===== config.mk =====
export PLATFORM = sky130hd
export DESIGN_NAME = asbe_cell
export DESIGN_NICKNAME = d
export VERILOG_FILES = /design/src/rtl/asbe_pkg.sv /design/src/rtl/asbe_cell.sv
export SDC_FILE = /design/constraint.sdc
export NUM_CORES = 1
export LEC_CHECK = 0
export ABC_CLOCK_PERIOD_IN_PS = 3700
export BUFFER_PORTS_ARGS = -buffer_cell sky130_fd_sc_hd__buf_2
export CAP_MARGIN = 0
export CORE_AREA = 2 2 134 136
export CTS_CLUSTER_DIAMETER = 120
export DETAILED_ROUTE_END_ITERATION = 6
export DIE_AREA = 0 0 136 138
export PLACE_DENSITY = 0.47
export SYNTH_ARGS = -nofsm -noshare
export SYNTH_HDL_FRONTEND = slang
export SYNTH_SLANG_ARGS = --single-unit

===== constraint.sdc =====
create_clock -name i_clk -period 3.7 [get_ports i_clk]
set_input_delay 0.37 -clock i_clk [delete_from_list [all_inputs] [get_ports i_clk]]
set_output_delay 0.37 -clock i_clk [all_outputs]
set_load 0.1 [all_outputs]

===== src/rtl/asbe_pkg.sv =====
`default_nettype none

package asbe_pkg;

    // Default geometry of the store
    localparam int DEPTH_DEF = 256;
    localparam int WIDTH_DEF = 32;

    // Position bus width inside the cell row; covers the largest supported depth
    localparam int POS_W = 13;

    // Operation codes
    localparam logic [3:0] OP_PUSH         = 4'd0;
    localparam logic [3:0] OP_POP          = 4'd1;
    localparam logic [3:0] OP_TOP          = 4'd2;
    localparam logic [3:0] OP_GET          = 4'd3;
    localparam logic [3:0] OP_PUT          = 4'd4;
    localparam logic [3:0] OP_SWAP         = 4'd5;
    localparam logic [3:0] OP_REMOVE_AT    = 4'd6;
    localparam logic [3:0] OP_CONTAINS     = 4'd7;
    localparam logic [3:0] OP_REMOVE_VALUE = 4'd8;

    // Status codes
    localparam logic [1:0] ST_OK   = 2'd0;
    localparam logic [1:0] ST_FULL = 2'd1;
    localparam logic [1:0] ST_ERR  = 2'd2;

    typedef struct packed {
        logic        [3:0]  op;
        logic signed [31:0] item_value;
        logic        [7:0]  index_a;
        logic        [7:0]  index_b;
    } t_req;

    typedef struct packed {
        logic signed [31:0] read_value;
        logic               found;
        logic        [8:0]  count_after;
        logic               is_empty;
        logic        [1:0]  status;
    } t_rsp;

    // What every cell does in the current cycle
    typedef enum logic [2:0] {
        CK_NONE,
        CK_PUSH,
        CK_PUT,
        CK_SWAP,
        CK_REM_AT,
        CK_REM_VAL
    } t_cell_kind;

    typedef struct packed {
        t_cell_kind       kind;
        logic [POS_W-1:0] count;
        logic [POS_W-1:0] ia;
        logic [POS_W-1:0] ib;
        logic [POS_W-1:0] sel_a;
    } t_cell_cmd;

endpackage

`default_nettype wire


===== src/rtl/asbe_cell.sv =====
`default_nettype none

module asbe_cell #(
    parameter int WIDTH = 32,
    parameter int INDEX = 0
) (
    input  wire                    i_clk,
    input  asbe_pkg::t_cell_cmd    i_cmd,
    input  wire  [WIDTH-1:0]       i_val,
    input  wire  [WIDTH-1:0]       i_a_val,
    input  wire  [WIDTH-1:0]       i_b_val,
    input  wire  [WIDTH-1:0]       i_next,
    input  wire  [WIDTH-1:0]       i_rd_a,
    input  wire  [WIDTH-1:0]       i_rd_b,
    input  wire                    i_seen,
    output logic [WIDTH-1:0]       o_elem,
    output logic [WIDTH-1:0]       o_rd_a,
    output logic [WIDTH-1:0]       o_rd_b,
    output logic                   o_seen
);
    import asbe_pkg::*;

    localparam logic [POS_W-1:0] MY_POS = POS_W'(INDEX);

    logic [WIDTH-1:0] r_elem;
    logic [WIDTH-1:0] n_elem;
    logic             live;
    logic             match;

    // Only positions below the count take part in a search
    assign live   = MY_POS < i_cmd.count;
    assign match  = live && (r_elem == i_val);
    assign o_seen = i_seen | match;

    // Read buses: OR in this element where it is the selected one
    assign o_rd_a = i_rd_a | ((i_cmd.sel_a == MY_POS) ? r_elem : '0);
    assign o_rd_b = i_rd_b | ((i_cmd.ib == MY_POS) ? r_elem : '0);
    assign o_elem = r_elem;

    always_comb begin
        n_elem = r_elem;
        unique case (i_cmd.kind)
            CK_NONE: begin
                n_elem = r_elem;
            end
            CK_PUSH: begin
                if (MY_POS == i_cmd.count) begin
                    n_elem = i_val;
                end
            end
            CK_PUT: begin
                if (MY_POS == i_cmd.ia) begin
                    n_elem = i_val;
                end
            end
            CK_SWAP: begin
                if (MY_POS == i_cmd.ia) begin
                    n_elem = i_b_val;
                end else if (MY_POS == i_cmd.ib) begin
                    n_elem = i_a_val;
                end
            end
            CK_REM_AT: begin
                if (MY_POS >= i_cmd.ia) begin
                    n_elem = i_next;
                end
            end
            CK_REM_VAL: begin
                // at and above the first match, close the gap
                if (o_seen) begin
                    n_elem = i_next;
                end
            end
            default: begin
                n_elem = r_elem;
            end
        endcase
    end

    always_ff @(posedge i_clk) begin
        r_elem <= n_elem;
    end

endmodule

`default_nettype wire


==> flow_metrics.env, run 1 <==
export IMPL_io_pins=346
export IMPL_r2r_cells=6
export IMPL_antenna_found_initial=0
export IMPL_die_w_microns=136
export IMPL_p_int_mw=0.963
export IMPL_p_leak_nw=2.87
export IMPL_initial_core_util_pct=16.2
export IMPL_largest_register_ffs=32
export IMPL_critPathBufInv=1
export IMPL_grt_total_usage_pct=15.4
export IMPL_irDropWorstVdd_v=0.000204
export IMPL_netlist_area_sq_mm=0.00285
export IMPL_critPathCaptureType="flip-flop"
export IMPL_firstDrtPassIters=5
export IMPL_avgSynthCellArea_sq_um=9.82
export IMPL_status="complete, no violations"
export IMPL_finalWirelength_mm=15.3
export IMPL_power_mw=1.80
export IMPL_diodes=0
export IMPL_syn_to_final_growth_pct=76.1
export IMPL_drive_above_1_share_pct=58.2
export IMPL_critPathSlowestCell="or4_1"
export IMPL_dieHeight_microns=138
export IMPL_r2r_slack_ps=830
export IMPL_fin_nets=877
export IMPL_drc=0
export IMPL_hold_buffers=0
export IMPL_cts_htree_levels=2
export IMPL_finalSetupViolCount=0
export IMPL_switching_power_mw=0.839
export IMPL_routabilityCongestion=0.817
export IMPL_drt_iter0_drc=94
export IMPL_finalHoldViolations=0
export IMPL_arrival_ps=2860
export IMPL_fin_crit_ps=2870
export IMPL_grt_max_degree=33
export IMPL_cts_resized=0
export IMPL_worst_slew_pin_slew_ps=939
export IMPL_power_frac_clock_pct=26.1
export IMPL_via_per_inst=4.38
export IMPL_power_frac_seq_pct=26.3
export IMPL_synthCells=290
export IMPL_final_core_util_pct=28.6
export IMPL_timing_final_max_slew_violations=0
export IMPL_fp_row_count=49
export IMPL_p_comb_share_pct=47.6
export IMPL_powerDensity_mw_per_mm2=359
export IMPL_r2r_end="o_elem[28]"
export IMPL_worst_setup_path_type="flip-flop to flip-flop"
export IMPL_critPathMaxStageDelay_ps=590
export IMPL_start_kind="flip-flop"
export IMPL_cts_tree="done"
export IMPL_die_area_sq_mm=0.0188
export IMPL_sw_frac_of_total_pct=46.5
export IMPL_critPathMaxFanout=22
export IMPL_drv_cap=0
export IMPL_grt_pass1_wl_mm=21.2
export IMPL_yosysSeqAreaShare_pct=33.7
export IMPL_place_inst=850
export IMPL_final_fill_count=1932
export IMPL_io_buffers=345
export IMPL_rsz0062_at_grt="false"
export IMPL_hp_start="i_next[8]"
export IMPL_clockRootBuffer="clkbuf_16"
export IMPL_clock_fmax_mhz=348
export IMPL_holdCritPathClass="input pin to flip-flop"
export IMPL_clock_latency_ps=290
export IMPL_hold_path_end="o_elem[8]"
export IMPL_r2r_start="o_elem[11]"
export IMPL_vias=3758
export IMPL_synth_seq_cells=32
export IMPL_clk_path_buf_depth=2
export IMPL_crit_family="simple AND/OR/NAND/NOR gates"
export IMPL_preCtsSetupSlack_ps=754
export IMPL_clk_pin_slew_ps=60
export IMPL_fin_crit_sh_pct=77.6
export IMPL_ys_types=27
export IMPL_post_dp_hpwl_mm=12.5
export IMPL_avgRoutedWirePerCell_microns=17.8
export IMPL_relSlewSlack_pct=37.2
export IMPL_numCtsBuffers=5
export IMPL_core_area_sq_mm=0.0175
export IMPL_fin_cells=858
export IMPL_crit_required_ps=3690
export IMPL_post_cts_setup_buffer_count=0
export IMPL_first_global_vias=3687
export IMPL_yosys_warnings=0
export IMPL_synth_nets=539
export IMPL_setup_ws_ps=829
export IMPL_postRouteAntennaNets=0
export IMPL_fin_skew_ps=4.40
export IMPL_grt_ovfl_total=0
export IMPL_min_path_cells=3
export IMPL_clock_sink_count=32
export IMPL_fin_setup_tns_ps=0
export IMPL_worstPathCellList="xor2_1 -> nor4_2 -> nand4_1 -> or4_1 -> a21oi_4 -> buf_12"
[worst reg2reg max path: stages (launching register included)]
cell and delay (ps):
edfxtp_1 450, xor2_1 210, nor4_2 390, nand4_1 220
or4_1 590, a21oi_4 450, buf_12 240
[Yosys cell counts, drive strengths merged]
master  count  area [sq um]
a21o       64           482
a22oi      32           240
edfxtp     32           961
mux2i      32           320
o21ai      32           160
xor2       24           210
nor4       14           130
clkbuf     11          41.3
buf         9          52.6
xnor2       8          70.1
nand4       7          43.8
nor2        6          22.5
nor3        5          25.0
a21oi       2          10.0
inv         2          7.51
nand2       2          7.51
or4         2          15.0
a41o        1          10.0
and4        1          8.76
nand3b      1          7.51
nor2b       1          6.26
o2111a      1          11.3
o22ai       1          6.26
[metrics by stage]
step | hold slack, ps | area, sq um
final | 396 | 5020
after global routing | 402 | 5020
after CTS | 384 | 5020
after detailed placement | 690 | 4850
after global placement | 683 | 4850
after floorplan | 579 | 2850
[cell type report]
class | count | area [sq um] | share of cell area [%]
multi-input combinational | 236 | 1810 | 36.2
inverter | 2 | 7.51 | 0.150
timing repair buffer | 351 | 1780 | 35.6
clock buffer | 5 | 125 | 2.49
clock inverter | 3 | 37.5 | 0.748
sequential | 32 | 961 | 19.2
tap | 229 | 287 | 5.71
[power by group through the flow]
| stage | clock network (mW) | registers [mW] | logic [mW] |
|---|---|---|---|
| finish | 0.471 | 0.474 | 0.857 |
| global route | 0.514 | 0.479 | 0.899 |
| CTS | 0.497 | 0.474 | 0.869 |
| detailed placement | 0 | 0.482 | 0.867 |
| global placement | 0 | 0.480 | 0.866 |
| floorplan | 0 | 0.668 | 0.410 |
[worst max-delay path by stage]
stage / to / startpoint / slack (ps) / cells after the start
floorplan: o_elem[0] / o_elem[21] / 180 / 5
global placement: o_rd_b[9] / i_cmd[20] / 730 / 6
detailed placement: o_elem[31] / i_val[11] / 750 / 7
CTS: o_rd_b[9] / i_cmd[20] / 750 / 6
global route: o_rd_b[9] / i_cmd[20] / 680 / 6
finish: o_elem[28] / o_elem[11] / 830 / 6
[cells in the final DEF, fill, tap and decap left out, types with 2 or more instances in the layout]
cell	count
clkbuf_16	5
inv_1	2
xor2_1	24
a22oi_1	32
edfxtp_1	32
nand4_1	7
o21ai_0	32
nand2_1	2
xnor2_1	8
nor2_1	5
buf_2	345
nor4_1	10
mux2i_1	32
a21o_1	63
clkinv_1	2
nor4_2	2
nor4_4	2
or4_1	2
nor3_1	5
buf_4	5
[routing by layer]
metal | track usage, % | up-vias | share of wire, %
met5 | 0 | - | 0
li1 | - | 1821 | -
met4 | 3.34 | 0 | 1.2
met1 | 16.9 | 1709 | 38
met3 | 3.01 | 11 | 7.9
met2 | 29.8 | 217 | 52
[cell families after synthesis]
kind of cell,synth area share (%)
buffers and inverters,3.56
and+or+nand+nor,9.35
AOI/OAI and AO/OA,32.3
xor gates and xnor gates,9.84
muxes,11.2
DFF,33.7
No activity file was read; power rests on OpenSTA's default activity.
==> run 2, diff against run 1 <==
Settings changed: ABC_CLOCK_PERIOD_IN_PS 3700 to 2500.
Clock period 3.7 ns to 2.5 ns, I/O delays scaled along.
==> run 2 against run 1 <==
Net effect:
- total power up 56%
- final cell count up 2.0%
- sequential power up 45%
- non-clock buffer count up 18
- combinational power up 79%
- sequential share of layout area down 3.5 points
- fmax up 20%
- wire length up 6.2%
- count of clock-buffer cells in the layout up 1
- clock power up 27%
==> flow_metrics.env, run 2 (synthesis results as in run 1) <==
export IMPL_status="complete, no violations"
export IMPL_crit_required_ps=2490
export IMPL_die_w_microns=136
export IMPL_crit_family="simple AND/OR/NAND/NOR gates"
export IMPL_fin_crit_ps=2380
export IMPL_crit_cells=7
export IMPL_r2r_slack_ps=120
export IMPL_core_area_sq_mm=0.0175
export IMPL_postRouteAntennaNets=0
export IMPL_place_inst=867
export IMPL_fin_nets=895
export IMPL_io_pins=346
export IMPL_worstPathCellList="xor2_1 -> nor4_2 -> buf_4 -> nand4_1 -> or4_4 -> a21oi_4 -> buf_12"
export IMPL_via_per_inst=4.33
export IMPL_avgRoutedWirePerCell_microns=18.6
export IMPL_final_fill_count=1820
export IMPL_drive_above_1_share_pct=60.4
export IMPL_preCtsSetupSlack_ps=33.3
export IMPL_fin_setup_tns_ps=0
export IMPL_antenna_found_initial=1
export IMPL_critPathMaxFanout=17
export IMPL_r2r_cells=7
export IMPL_irDropWorstVdd_v=0.000272
export IMPL_fin_cells=875
export IMPL_grt_max_degree=33
export IMPL_clock_latency_ps=280
export IMPL_vias=3791
export IMPL_r2r_end="o_elem[19]"
export IMPL_cts_htree_levels=2
export IMPL_fin_skew_ps=8.44
export IMPL_critPathCaptureType="flip-flop"
export IMPL_routabilityCongestion=0.749
export IMPL_arrival_ps=2370
export IMPL_worst_setup_path_type="flip-flop to flip-flop"
export IMPL_syn_to_final_growth_pct=116
export IMPL_clk_pin_slew_ps=60
export IMPL_rsz0062_at_grt="false"
export IMPL_dpl_cell_area_sq_mm=0.00599
export IMPL_first_global_vias=3899
export IMPL_dieHeight_microns=138
export IMPL_power_mw=2.81
export IMPL_firstDrtPassIters=4
export IMPL_finalHoldViolations=0
export IMPL_cts_tree="done"
export IMPL_cp_endpoint="o_elem[19]"
export IMPL_clk_path_buf_depth=2
export IMPL_worst_slew_pin_slew_ps=626
export IMPL_io_buffers=345
export IMPL_setup_ws_ps=117
export IMPL_p_leak_nw=3.31
export IMPL_critPathLaunch="o_elem[25]"
export IMPL_post_dp_hpwl_mm=13.7
export IMPL_finalWirelength_mm=16.2
export IMPL_critPathSlowestCell="or4_4"
export IMPL_diodes=0
export IMPL_r2r_start="o_elem[25]"
export IMPL_fp_row_count=49
export IMPL_die_area_sq_mm=0.0188
export IMPL_grt_pass1_wl_mm=22.9
export IMPL_holdWs_ps=280
export IMPL_critPathBufInv=2
export IMPL_powerDensity_mw_per_mm2=458
export IMPL_clock_sink_count=32
export IMPL_clockRootBuffer="clkbuf_16"
export IMPL_largest_register_ffs=32
export IMPL_drv_cap=0
export IMPL_grt_total_usage_pct=16.4
export IMPL_grt_ovfl_total=0
export IMPL_start_kind="flip-flop"
export IMPL_fin_crit_sh_pct=95.3
export IMPL_drt_iter0_drc=111
export IMPL_timing_final_max_slew_violations=0
export IMPL_holdCritPathClass="input pin to flip-flop"
export IMPL_finalSetupViolCount=0
export IMPL_drc=0
export IMPL_relSlewSlack_pct=58.3
export IMPL_critPathMaxStageDelay_ps=550
export IMPL_clock_fmax_mhz=420
export IMPL_final_core_util_pct=35.0
export IMPL_mostFrequentLayoutCells="buf_2 (280), buf_12 (67), a21o_1 (63)"
export IMPL_numCtsBuffers=5
export IMPL_final_common_cell="buf_2"
export IMPL_design_area_sq_mm=0.00614
export IMPL_initial_core_util_pct=16.2
-- run 2: cell count changes in the layout (fill, tap and decap cells not counted), sizes merged --
cell | before | now
buf | 351 | 369
bufinv | 1 | 0
clkbuf | 5 | 6
clkinv | 2 | 1
-- run 2: area by class of cell --
cell class	count	area (sq um)	area share, %
sequential	32	961	15.6
multi-input combinational	236	1850	30.0
timing repair buffer	369	2910	47.3
clock inverter	1	5.00	0.0815
tap	229	287	4.66
clock buffer	6	129	2.10
inverter	2	7.51	0.122
-- run 2: worst min path at each step --
| stage | end | cells after the start | slack (ps) | from |
|---|---|---|---|---|
| after floorplan | o_elem[0] | 2 | 460 | i_val[0] |
| after global placement | o_elem[14] | 3 | 560 | i_next[14] |
| after detailed placement | o_elem[14] | 3 | 570 | i_next[14] |
| after CTS | o_elem[14] | 3 | 270 | i_next[14] |
| after global routing | o_elem[23] | 3 | 280 | i_next[23] |
| final | o_elem[14] | 3 | 280 | i_next[14] |
-- run 2: metal layers --
| layer | track usage (%) | share of wire (%) | vias up |
|---|---|---|---|
| met5 | 0 | 0 | - |
| met4 | 3.23 | 1.0 | 0 |
| met3 | 4.18 | 8.4 | 10 |
| met2 | 30.1 | 51 | 200 |
| met1 | 19.1 | 40 | 1723 |
| li1 | - | - | 1858 |
-- run 2: power breakdown --
group	internal, mW	leakage [nW]	switching [mW]	total [mW]
clock network	0.362	0.0667	0.234	0.596
registers	0.648	0.293	0.0410	0.689
logic	0.513	2.95	1.02	1.53
-- run 2: tightest hold or removal path: stages --
cell     delay [ps]
buf_2            70
a22oi_1          60
o21ai_0          60
-- run 2: timing repair --
item / 4_1_cts / 5_1_grt
gates resized for setup: 0 / 2
setup buffers: 0 / 1
hold buffers: 0 / 0
hold endpoints to repair: 0 / 0
endpoints found under the setup margin: 0 / 33
